===== src/orl_pkg.sv =====
// Shared types and sizing constants for the ordered record list.
package orl_pkg;

  localparam int CAPACITY     = 16;
  localparam int PAYLOAD_BITS = 32;

  localparam int IDX_W = $clog2(CAPACITY);
  localparam int CNT_W = $clog2(CAPACITY + 1);
  localparam int CMP_W = (CNT_W > 5) ? CNT_W : 5;

  typedef enum logic [2:0] {
    CMD_INS_FRONT  = 3'd0,
    CMD_INS_BACK   = 3'd1,
    CMD_INS_SORTED = 3'd2,
    CMD_RM_FRONT   = 3'd3,
    CMD_RM_BACK    = 3'd4,
    CMD_RM_KEY     = 3'd5,
    CMD_READ_POS   = 3'd6,
    CMD_READ_KEY   = 3'd7
  } cmd_t;

  typedef logic signed [31:0]       key_t;
  typedef logic [PAYLOAD_BITS-1:0]  pay_t;
  typedef logic [CNT_W-1:0]         cnt_t;

  // broadcast to every cell when an item is accepted
  typedef struct packed {
    cmd_t       cmd;
    key_t       key;
    logic [4:0] position;
    cnt_t       count;
  } cell_ctl_t;

  // broadcast to every cell in the update cycle
  typedef struct packed {
    logic ins;
    logic rmv;
    key_t key;
    pay_t payload;
  } cell_act_t;

endpackage


===== src/orl_if.sv =====
// Command and result channel interfaces of the ordered record list.
interface orl_req_if import orl_pkg::*; ();
  logic        valid;
  logic        ready;
  cmd_t        cmd;
  key_t        rec_key;
  logic [31:0] rec_payload;
  logic [4:0]  position;

  modport source(output valid, cmd, rec_key, rec_payload, position, input ready);
  modport sink(input valid, cmd, rec_key, rec_payload, position, output ready);
endinterface

interface orl_rsp_if import orl_pkg::*; ();
  logic        valid;
  logic        ready;
  logic        ok;
  key_t        out_key;
  logic [31:0] out_payload;
  logic [4:0]  entry_count;
  logic        is_empty;

  modport source(output valid, ok, out_key, out_payload, entry_count, is_empty, input ready);
  modport sink(input valid, ok, out_key, out_payload, entry_count, is_empty, output ready);
endinterface


===== src/orl_cell.sv =====
// One list cell: holds a record, marks itself on compare and shifts with its neighbours.
module orl_cell import orl_pkg::*; (
  input  logic             clk,
  input  logic [IDX_W-1:0] idx,
  input  cell_ctl_t        ctl,
  input  logic             capture,
  input  cell_act_t        act,
  input  key_t             left_key,
  input  pay_t             left_pay,
  input  key_t             right_key,
  input  pay_t             right_pay,
  input  logic             prev_past,
  output logic             past,
  output logic             first,
  output key_t             key,
  output pay_t             payload
);

  logic mark;
  logic mark_next;
  logic live;
  logic at_back;
  logic pos_hit;

  assign live    = CNT_W'(idx) < ctl.count;
  assign at_back = CNT_W'(idx) == ctl.count;
  assign pos_hit = CMP_W'(ctl.position) == (CMP_W'(idx) + CMP_W'(1));

  always_comb begin
    case (ctl.cmd)
      CMD_INS_FRONT:  mark_next = (idx == '0);
      CMD_INS_BACK:   mark_next = at_back;
      CMD_INS_SORTED: mark_next = !(live && (key < ctl.key));
      CMD_RM_FRONT:   mark_next = live && (idx == '0);
      CMD_RM_BACK:    mark_next = 1'b0;
      CMD_RM_KEY:     mark_next = live && (key == ctl.key);
      CMD_READ_POS:   mark_next = live && pos_hit;
      CMD_READ_KEY:   mark_next = live && (key == ctl.key);
      default:        mark_next = 1'b0;
    endcase
  end

  assign past  = prev_past | mark;
  assign first = mark & ~prev_past;

  always_ff @(posedge clk) begin
    if (capture) begin
      mark <= mark_next;
    end
    if (act.ins && past) begin
      key     <= first ? act.key : left_key;
      payload <= first ? act.payload : left_pay;
    end else if (act.rmv && past) begin
      key     <= right_key;
      payload <= right_pay;
    end
  end

endmodule


===== src/ordered_record_list.sv =====
// Top level of the ordered record list: command handling, cell chain and result register.
// Bounded ordered list of CAPACITY records held in a row of cells, entry 0 at the front.
// Handling a command: in the cycle it is accepted every cell compares its stored key
// with the command in parallel and registers a mark; then, in the apply state, the first
// marked cell is resolved along the chain, the cells shift one place toward the back
// (insert) or the front (removal from the front or by key) and the result is written to
// the output register. A new command is accepted while a result waits to be taken; the
// update cycle holds until the output register is free. No clearing pass follows reset:
// only live entries are ever read.
module ordered_record_list import orl_pkg::*; (
  input logic    clk,
  input logic    rst,
  orl_req_if.sink   req,
  orl_rsp_if.source rsp
);

  typedef enum logic [1:0] {
    S_IDLE  = 2'b01,
    S_APPLY = 2'b10
  } state_t;

  state_t state;
  cnt_t   count;
  cmd_t   cmd_r;
  key_t   key_r;
  pay_t   pay_r;

  logic        out_valid;
  logic        out_ok;
  key_t        out_key_r;
  logic [31:0] out_pay_r;
  cnt_t        out_count;

  logic      accept;
  logic      slot_free;
  logic      complete;
  logic      full;
  logic      is_ins;
  logic      is_read;
  logic      found;
  logic      ok_next;
  cnt_t      count_next;
  key_t      rd_key;
  pay_t      rd_pay;
  cell_ctl_t ctl;
  cell_act_t act;

  logic past  [CAPACITY];
  logic first [CAPACITY];
  key_t key_a [CAPACITY];
  pay_t pay_a [CAPACITY];

  assign req.ready = (state == S_IDLE);
  assign accept    = req.valid && req.ready;
  assign slot_free = !out_valid || rsp.ready;
  assign complete  = (state == S_APPLY) && slot_free;
  assign full      = (count == CNT_W'(CAPACITY));
  assign is_ins    = (cmd_r == CMD_INS_FRONT) || (cmd_r == CMD_INS_BACK) ||
                     (cmd_r == CMD_INS_SORTED);
  assign is_read   = (cmd_r == CMD_READ_POS) || (cmd_r == CMD_READ_KEY);
  assign found     = past[CAPACITY-1];

  assign ctl = '{cmd: req.cmd, key: req.rec_key, position: req.position, count: count};

  assign act.ins     = complete && is_ins && !full;
  assign act.rmv     = complete && ((cmd_r == CMD_RM_FRONT) || (cmd_r == CMD_RM_KEY));
  assign act.key     = key_r;
  assign act.payload = pay_r;

  for (genvar i = 0; i < CAPACITY; i++) begin : g_cell
    orl_cell u_cell (
      .clk      (clk),
      .idx      (IDX_W'(i)),
      .ctl      (ctl),
      .capture  (accept),
      .act      (act),
      .left_key (key_a[(i == 0) ? 0 : i - 1]),
      .left_pay (pay_a[(i == 0) ? 0 : i - 1]),
      .right_key(key_a[(i == CAPACITY - 1) ? i : i + 1]),
      .right_pay(pay_a[(i == CAPACITY - 1) ? i : i + 1]),
      .prev_past((i == 0) ? 1'b0 : past[(i == 0) ? 0 : i - 1]),
      .past     (past[i]),
      .first    (first[i]),
      .key      (key_a[i]),
      .payload  (pay_a[i])
    );
  end

  always_comb begin
    rd_key = '0;
    rd_pay = '0;
    for (int i = 0; i < CAPACITY; i++) begin
      if (first[i]) begin
        rd_key = rd_key | key_a[i];
        rd_pay = rd_pay | pay_a[i];
      end
    end
  end

  always_comb begin
    ok_next    = 1'b0;
    count_next = count;
    case (cmd_r)
      CMD_INS_FRONT, CMD_INS_BACK, CMD_INS_SORTED: begin
        ok_next = !full;
        if (!full) count_next = count + CNT_W'(1);
      end
      CMD_RM_FRONT, CMD_RM_BACK: begin
        ok_next = (count != '0);
        if (count != '0) count_next = count - CNT_W'(1);
      end
      CMD_RM_KEY: begin
        ok_next = found;
        if (found) count_next = count - CNT_W'(1);
      end
      CMD_READ_POS, CMD_READ_KEY: begin
        ok_next = found;
      end
      default: begin
        ok_next = 1'b0;
      end
    endcase
  end

  always_ff @(posedge clk) begin
    if (rst) begin
      state     <= S_IDLE;
      count     <= '0;
      out_valid <= 1'b0;
    end else begin
      if (complete) begin
        out_valid <= 1'b1;
      end else if (rsp.valid && rsp.ready) begin
        out_valid <= 1'b0;
      end
      case (state)
        S_IDLE: begin
          if (accept) state <= S_APPLY;
        end
        S_APPLY: begin
          if (slot_free) begin
            state <= S_IDLE;
            count <= count_next;
          end
        end
        default: state <= S_IDLE;
      endcase
    end
  end

  always_ff @(posedge clk) begin
    if (accept) begin
      cmd_r <= req.cmd;
      key_r <= req.rec_key;
      pay_r <= PAYLOAD_BITS'(req.rec_payload);
    end
    if (complete) begin
      out_ok    <= ok_next;
      out_key_r <= (is_read && ok_next) ? rd_key : '0;
      out_pay_r <= (is_read && ok_next) ? 32'(rd_pay) : '0;
      out_count <= count_next;
    end
  end

  assign rsp.valid       = out_valid;
  assign rsp.ok          = out_ok;
  assign rsp.out_key     = out_key_r;
  assign rsp.out_payload = out_pay_r;
  assign rsp.entry_count = 5'(out_count);
  assign rsp.is_empty    = (out_count == '0);

endmodule


===== src/flat_wrapper.sv =====
// flat-port wrapper written by rule: the top's interface ports become plain ports
module ordered_record_list_flat import orl_pkg::*;
  (clk, rst, req_valid, req_cmd, req_rec_key, req_rec_payload, req_position, req_ready, rsp_valid, rsp_ok, rsp_out_key, rsp_out_payload, rsp_entry_count, rsp_is_empty, rsp_ready);
  orl_req_if req_i ();
  orl_rsp_if rsp_i ();
  input logic clk;
  input logic rst;
  input wire logic [$bits(req_i.valid)-1:0] req_valid;
  input wire logic [$bits(req_i.cmd)-1:0] req_cmd;
  input wire logic [$bits(req_i.rec_key)-1:0] req_rec_key;
  input wire logic [$bits(req_i.rec_payload)-1:0] req_rec_payload;
  input wire logic [$bits(req_i.position)-1:0] req_position;
  output wire logic [$bits(req_i.ready)-1:0] req_ready;
  output wire logic [$bits(rsp_i.valid)-1:0] rsp_valid;
  output wire logic [$bits(rsp_i.ok)-1:0] rsp_ok;
  output wire logic [$bits(rsp_i.out_key)-1:0] rsp_out_key;
  output wire logic [$bits(rsp_i.out_payload)-1:0] rsp_out_payload;
  output wire logic [$bits(rsp_i.entry_count)-1:0] rsp_entry_count;
  output wire logic [$bits(rsp_i.is_empty)-1:0] rsp_is_empty;
  input wire logic [$bits(rsp_i.ready)-1:0] rsp_ready;
  assign req_i.valid = req_valid;
  assign req_i.cmd = req_cmd;
  assign req_i.rec_key = req_rec_key;
  assign req_i.rec_payload = req_rec_payload;
  assign req_i.position = req_position;
  assign req_ready = req_i.ready;
  assign rsp_valid = rsp_i.valid;
  assign rsp_ok = rsp_i.ok;
  assign rsp_out_key = rsp_i.out_key;
  assign rsp_out_payload = rsp_i.out_payload;
  assign rsp_entry_count = rsp_i.entry_count;
  assign rsp_is_empty = rsp_i.is_empty;
  assign rsp_i.ready = rsp_ready;
  ordered_record_list u_core (.clk(clk), .rst(rst), .req(req_i), .rsp(rsp_i));
endmodule

===== config.mk =====
export PLATFORM = sky130hd
export DESIGN_NAME = ordered_record_list_flat
export DESIGN_NICKNAME = d
export VERILOG_FILES = /design/src/orl_pkg.sv /design/src/orl_if.sv /design/src/orl_cell.sv /design/src/ordered_record_list.sv /design/src/flat_wrapper.sv
export SDC_FILE = /design/constraint.sdc
export NUM_CORES = 2
export LEC_CHECK = 0
export BUFFER_PORTS_ARGS = -buffer_cell sky130_fd_sc_hd__buf_2
export CAP_MARGIN = 20
export CELL_PAD_IN_SITES_DETAIL_PLACEMENT = 2
export CELL_PAD_IN_SITES_GLOBAL_PLACEMENT = 2
export CORE_MARGIN = 2
export CORE_UTILIZATION = 43
export CTS_CLUSTER_SIZE = 8
export DETAILED_ROUTE_END_ITERATION = 10
export PLACE_DENSITY_LB_ADDON = 0.12
export SLEW_MARGIN = 25
export SYNTH_ARGS = -nofsm -noshare
export SYNTH_HDL_FRONTEND = slang
export SYNTH_SLANG_ARGS = --single-unit

===== constraint.sdc =====
create_clock -name clk -period 9 [get_ports clk]
set_input_delay 1.8 -clock clk [delete_from_list [all_inputs] [get_ports clk]]
set_output_delay 1.8 -clock clk [all_outputs]
set_load 0.05 [all_outputs]

======== After elaboration in Yosys (flattened, before gate mapping) ========
Cells that the tools add are included.
storage, ports and cells
  word-level logic and storage cells ...... 522
  register bits after elaboration ......... 1185
cells by class
  magnitude comparators ................... 32
  multiplexer cells ....................... 150
  equal/unequal tests ..................... 67
  bitwise logic cells ..................... 75
  reductions and logical operators ........ 138
  add/subtract/negate cells ............... 2
operator list
  cell                number
  $mux 32             124
  $or 32x32->32       30
  $eq 32x32->1        16
  $lt 32x32->1        16
  $logic_and 1x1->1   86
  $pmux 1 s5          15
  $eq 4x5->1 const A  8
  $eq 5x4->1 const B  8
  $lt 4x5->1 const A  8
  $reduce_bool 2->1   16
  $eq 3x3->1 const B  8
  $eq 3x5->1 const A  4
  $eq 5x3->1 const B  4
  $lt 3x5->1 const A  4
  $logic_not 1->1     18
  $and 1x1->1         15
  $mux 5              3
  $not 1->1           15
  $or 1x1->1          15
  $pmux 5 s3          1
  $eq 3x2->1 const B  4
  $eq 2x5->1 const A  2
  $eq 5x2->1 const B  2
  $eq 5x5->1 const B  2
  23 further kinds    40

======== Longest topological paths before layout ========
  depth after elaboration ................. 31
  depth in mapped cells ................... 13
  gate-level depth less buffers ........... 9

======== Modules after synthesis ========
From an unflattened synthesis, not the netlist that was laid out.
unflattened totals
  cell total of the unflattened synthesis .. 8113
  area total of the unflattened synthesis .. 81122.8 µm²
by module, submodules not included
  module                                   times used  area each (µm²)  cells each
  orl_cell (u_core.g_cell[14].u_cell ...)  11          4398.0           444
  orl_cell (u_core.g_cell[0].u_cell ...)   5           4420.5           442
  ordered_record_list                      1           10642.7          1019

======== Least setup slack after synthesis ========
Ideal clock, no wire load.
  kind .................................... input -> register
  from .................................... input rsp_ready
  to ...................................... register u_core.g_cell[14].u_cell.key[0] (enable)
  setup time .............................. 0.507 ns
  slack ................................... 1.942 ns
  path buffers ............................ 0
  required time ........................... 8.493 ns
  stages on the path ...................... 5
  arrival time ............................ 6.551 ns
  cells stage by stage .................... nand2b_1 -> nand2_1 -> clkinv_1 -> nand2_1 -> a21oi_1
on the way
  cells in the longest elaborated chain, start to end .. 6
  elaborated cells between the ends (all ways) .. 8
  those cells by class .................... 8 x reduce/logical
RTL lines
  element                          RTL line                   text
  from (decl)                      flat_wrapper.sv:20         input wire logic [$bits(rsp_i.ready)-1:0] rsp_ready;
  $logic_or 1x1->1 *               ordered_record_list.sv:55  assign slot_free = !out_valid || rsp.ready;
  $logic_and 1x1->1 *              ordered_record_list.sv:56  assign complete = (state == S_APPLY) && slot_free;
  net u_core.complete              ordered_record_list.sv:36  logic complete;
  $logic_and 1x1->1 (2 in series)  ordered_record_list.sv:65  assign act.ins = complete && is_ins && !full;
  $logic_and 1x1->1                orl_cell.sv:50             if (act.ins && past) begin
  $reduce_bool 2->1 (no line) *    n/a
  to (signal assigned)             orl_cell.sv:51             key <= first ? act.key : left_key;
  to (signal assigned)             orl_cell.sv:54             key <= right_key;
  to (decl)                        orl_cell.sv:15             output key_t key,
Mark *: on every way through the listed nets, which the timed path passes. The rest lies on a longest branch.
A chain may end at the register's enable or synchronous reset.

======== Final worst setup path ========
  from .................................... register u_core.g_cell[2].u_cell.mark
  to ...................................... register u_core.out_pay_r[22], in the netlist u_core.rsp.out_payload[22] (data pin)
on the way
  cells in the longest elaborated chain, start to end .. 28
  elaborated cells between the ends (all ways) .. 70
  those cells by class .................... 15 x mux; 54 x bitwise; 1 x reduce/logical
RTL lines
  element                                              RTL line                                   text
  from (decl)                                          orl_cell.sv:19                             logic mark;
  from (signal assigned)                               orl_cell.sv:48                             mark <= mark_next;
  $and 1x1->1 / $or 1x1->1 (equally long branches)     orl_cell.sv:44, orl_cell.sv:43
  $mux 32 / $not 1->1 (equally long branches)          ordered_record_list.sv:93, orl_cell.sv:44
  $or 32x32->32 / $and 1x1->1 (equally long branches)  ordered_record_list.sv:95, orl_cell.sv:44
  $mux 32                                              ordered_record_list.sv:93                  if (first[i]) begin
  $or 32x32->32                                        ordered_record_list.sv:95                  rd_pay = rd_pay | pay_a[i];
  $mux 32                                              ordered_record_list.sv:93
  $or 32x32->32                                        ordered_record_list.sv:95
  $mux 32                                              ordered_record_list.sv:93
  [12 not listed]                                      n/a
  $or 32x32->32                                        ordered_record_list.sv:95
  $mux 32                                              ordered_record_list.sv:93
  $or 32x32->32                                        ordered_record_list.sv:95
  $mux 32                                              ordered_record_list.sv:93
  $or 32x32->32                                        ordered_record_list.sv:95
  $mux 32                                              ordered_record_list.sv:93
  $or 32x32->32                                        ordered_record_list.sv:95
  $mux 32                                              ordered_record_list.sv:93
  to (signal assigned)                                 ordered_record_list.sv:160                 out_pay_r <= (is_read && ok_next) ? 32'(rd_pay) : '0;
  to (decl)                                            ordered_record_list.sv:31                  logic [31:0] out_pay_r;
Parallel ways exist; a longest one is shown, timed or not.

==> flow_summary.yaml <==
timing:
  hold_viol: 0
  fmax_mhz: 179
  grt_setup_unrepaired: "no"
  relSlewSlack: 0.215
  fin_setup_tns_ns: 0
  setup-violations-final: 0
  clock-skew-final_ns: 0.0368
  fin_crit_sh: 0.620
  maxSlewViolCount: 0
  hold_ws_ns: 0.514
  worst_pin_slew_ns: 1.18
  fin_crit_ns: 5.58
cells_and_area:
  areaGrowthSynthToFinish_pct: 10.4
  nets: 7832
  final_cells: 9605
  drive_gt1_frac: 0.0951
  fin_util: 0.478
place:
  dpl.cell_count: 9375
  io_buffers: 148
  gp_congestion: 0.966
  dp_hpwl_mm: 230
clock_tree:
  clock_sinks: 1185
  cts_buffer_depth: 3
  cts_resized: 0
  path_clk_slew_ns: 0.06
  postCtsSetupBuffers: 0
  cts_tree: "built"
  clockRootBuffer: "clkbuf_16"
  h-tree-depth: 4
  insertion_delay_ns: 0.86
  holdBufCountCts: 0
  cts-buffers-inserted: 169
route:
  vias: 67254
  routed.top_layer: "met5"
  remaining_drc_errors: 0
  drt-met1-wl_mm: 137
  wirelength_mm: 352
  ant_nets: 0
  detail_route.first_pass.iterations: 9
  via_per_inst: 7.00
  wire_per_inst_microns: 36.7
  drtIter0Drc: 7639
  met3_length_mm: 28.4
  route.met2.wl_mm: 166
die:
  die-width_microns: 419
  die_h_microns: 419
  start_util: 0.433
  die_area_sq_mm: 0.176
  core_sq_mm: 0.172
  rows: 152
  io-pin-count: 149
grt:
  grt_overflow: 0
  first_global_vias: 71098
  grt_use_total: 0.393
  grt_pass1_wl_mm: 504
  grt_max_degree: 105
  antenna_found_initial: 19
worst_setup_path:
  crit_chain: "or4_4 > or4_4 > nor3_1 > and2_4 > buf_4 > a222oi_1 > a31oi_1"
  cpMaxStageDelayCell: "nor3_1"
  cp-start-kind: "flop"
  required_ns: 9.57
  worstSetupEndpointType: "flop"
  timing.critical_path.mode_cell: "or4_4"
  worstPathArrival_ns: 6.15
  path_class: "flop to flop"
  crit_family: "simple AND/OR/NAND/NOR gates"
  cp.buffers_inverters: 1
  path_max_fanout: 35
  max_stage_delay_ns: 0.88
logic_synthesis:
  synth_flop_cell: "edfxtp_1"
  synth.most_common_cell: "edfxtp_1"
  netlist-cell-type-count: 78
  yosysTopAreaCell: "edfxtp_1"
  synth_seq_cells: 1185
  netlist_top_cells_area: "edfxtp_1 (48%), ha_1 (8.7%), mux2i_1 (7.9%), nand2_1 (4.8%), nor2_1 (4.5%)"
  synth_nets: 7914
  synth_warnings: 0
  ys_seq_area_frac: 0.478
  netlist_top_cells_count: "edfxtp_1 (1,177), nand2_1 (953), nor2_1 (894)"
  synth_edf_count: 1177
  synth_area_sq_mm: 0.0742
  ys_async_sr_fraction: 0
  avgSynthCellArea_sq_um: 10.1
  syn-instance-count: 7321
  synth_top_cell_area_share: 0.476
power_and_ir_drop:
  p_leak_nw: 29.8
  pwr-share-clk: 0.450
  comb_power_share: 0.087
  peakVddDrop_v: 0.000161
  power.internal_mw: 9.89
  p_per_area_mw_per_mm2: 166
  sw_frac_of_total: 0.271
  p_seq_frac: 0.463
  p_sw_mw: 3.68
hold_path:
  hold_path_class: "flop to flop"
outcome:
  status: "finished, final reports clean"
flow_run:
  cap_viol_max_count: 0
-- logic make-up after synthesis --
family                   after synthesis  synth area share
AO/OA/AOI/OAI                       2000             0.172
XOR/XNOR                               7          0.000826
adder cells (fa/ha/maj)              517            0.0872
buffers and inverters                632            0.0362
flip-flops                          1185             0.478
multiplexers                         710            0.0979
AND/OR/NAND/NOR                     2270             0.128
-- placed cells by master, fill, tap and decap left out, types with 9 or more instances in the layout --
master / count
a21o_1: 79
and3_1: 10
clkbuf_16: 169
o211ai_1: 12
o21ai_1: 36
nor4_1: 22
ha_1: 517
mux2_1: 15
o31ai_1: 9
o21a_1: 17
nand3_1: 149
buf_4: 146
mux2i_1: 582
nand2b_1: 23
nor3_1: 41
o21bai_1: 10
mux2_2: 113
a21oi_1: 608
a211oi_1: 41
inv_1: 70
nor2b_1: 17
nor2_1: 869
a221oi_1: 73
nand4_1: 68
edfxtp_1: 1177
a31oi_1: 407
nand2_1: 947
clkbuf_1: 27
a221o_1: 69
a222oi_1: 128
a22oi_1: 128
and4_1: 11
buf_2: 148
nor2_4: 25
o21ai_0: 316
-- state kept, by name, summed over array words and instances (netlist names) --
signal	flops
u_core.g_cell.u_cell.payload	512
u_core.g_cell.u_cell.key	512
u_core.rsp.entry_count	5
u_core.cmd_r	3
u_core.pay_r	32
u_core.rsp.out_payload	32
u_core.count	5
u_core.rsp.out_key	32
u_core.rsp.ok	1
u_core.rsp.valid	1
u_core.key_r	32
u_core.state	2
u_core.g_cell.u_cell.mark	16
-- power groups by stage --
| stage | clock [mW] | combinational (mW) | sequential, mW |
|---|---|---|---|
| 5_1_grt | 6.32 | 1.24 | 6.29 |
| 6_report | 6.10 | 1.18 | 6.28 |
| 3_5_place_dp | 0 | 1.14 | 6.38 |
| 4_1_cts | 6.13 | 1.15 | 6.28 |
| 3_3_place_gp | 0 | 1.09 | 6.38 |
| 2_1_floorplan | 0 | 0.683 | 6.29 |
-- final cells by class --
class | instances | area (sq um)
fillers | 17679 | 89600
multi-input cells | 5504 | 36400
flip-flops and latches | 1185 | 35500
clock buffers | 196 | 4330
well taps | 2310 | 2890
repair buffers | 307 | 2130
clock inverters | 23 | 350
inverters | 72 | 274
diodes | 8 | 20.0
-- worst paths after layout --
kind,slack [ns],end,depth (start not counted),startpoint
min,0.51,u_core.rsp.valid$_SDFFE_PP0P_,2,u_core.state[1]$_SDFFE_PP0P_
max reg2reg,3.42,u_core.rsp.out_payload[22]$_SDFFCE_PN0P_,7,u_core.g_cell[2].u_cell.mark$_DFFE_PP_
min reg2reg,0.51,u_core.rsp.valid$_SDFFE_PP0P_,2,u_core.state[1]$_SDFFE_PP0P_
max,3.42,u_core.rsp.out_payload[22]$_SDFFCE_PN0P_,7,u_core.g_cell[2].u_cell.mark$_DFFE_PP_
-- per-stage QoR --
step	power, mW	worst slack, ns	area [sq um]
global placement	7.47	1.94	77000
CTS	13.6	3.57	81800
floorplan	6.98	1.94	74200
detailed placement	7.53	3.07	77200
global route	13.9	3.45	81900
finish	13.6	3.42	81900
-- worst min-delay path, cell delays in order, from the launching register on --
cell and delay [ns]:
dfxtp_1 0.32, nand2b_1 0.07, a21oi_1 0.07
-- per-layer routing --
metal / vias to the layer above / global-route usage
met5: - / 0
met4: 20 / 0.216
met3: 1020 / 0.0721
met2: 3486 / 0.643
met1: 35094 / 0.492
li1: 27634 / -
Note: power is estimated with default switching activity, not from simulation.
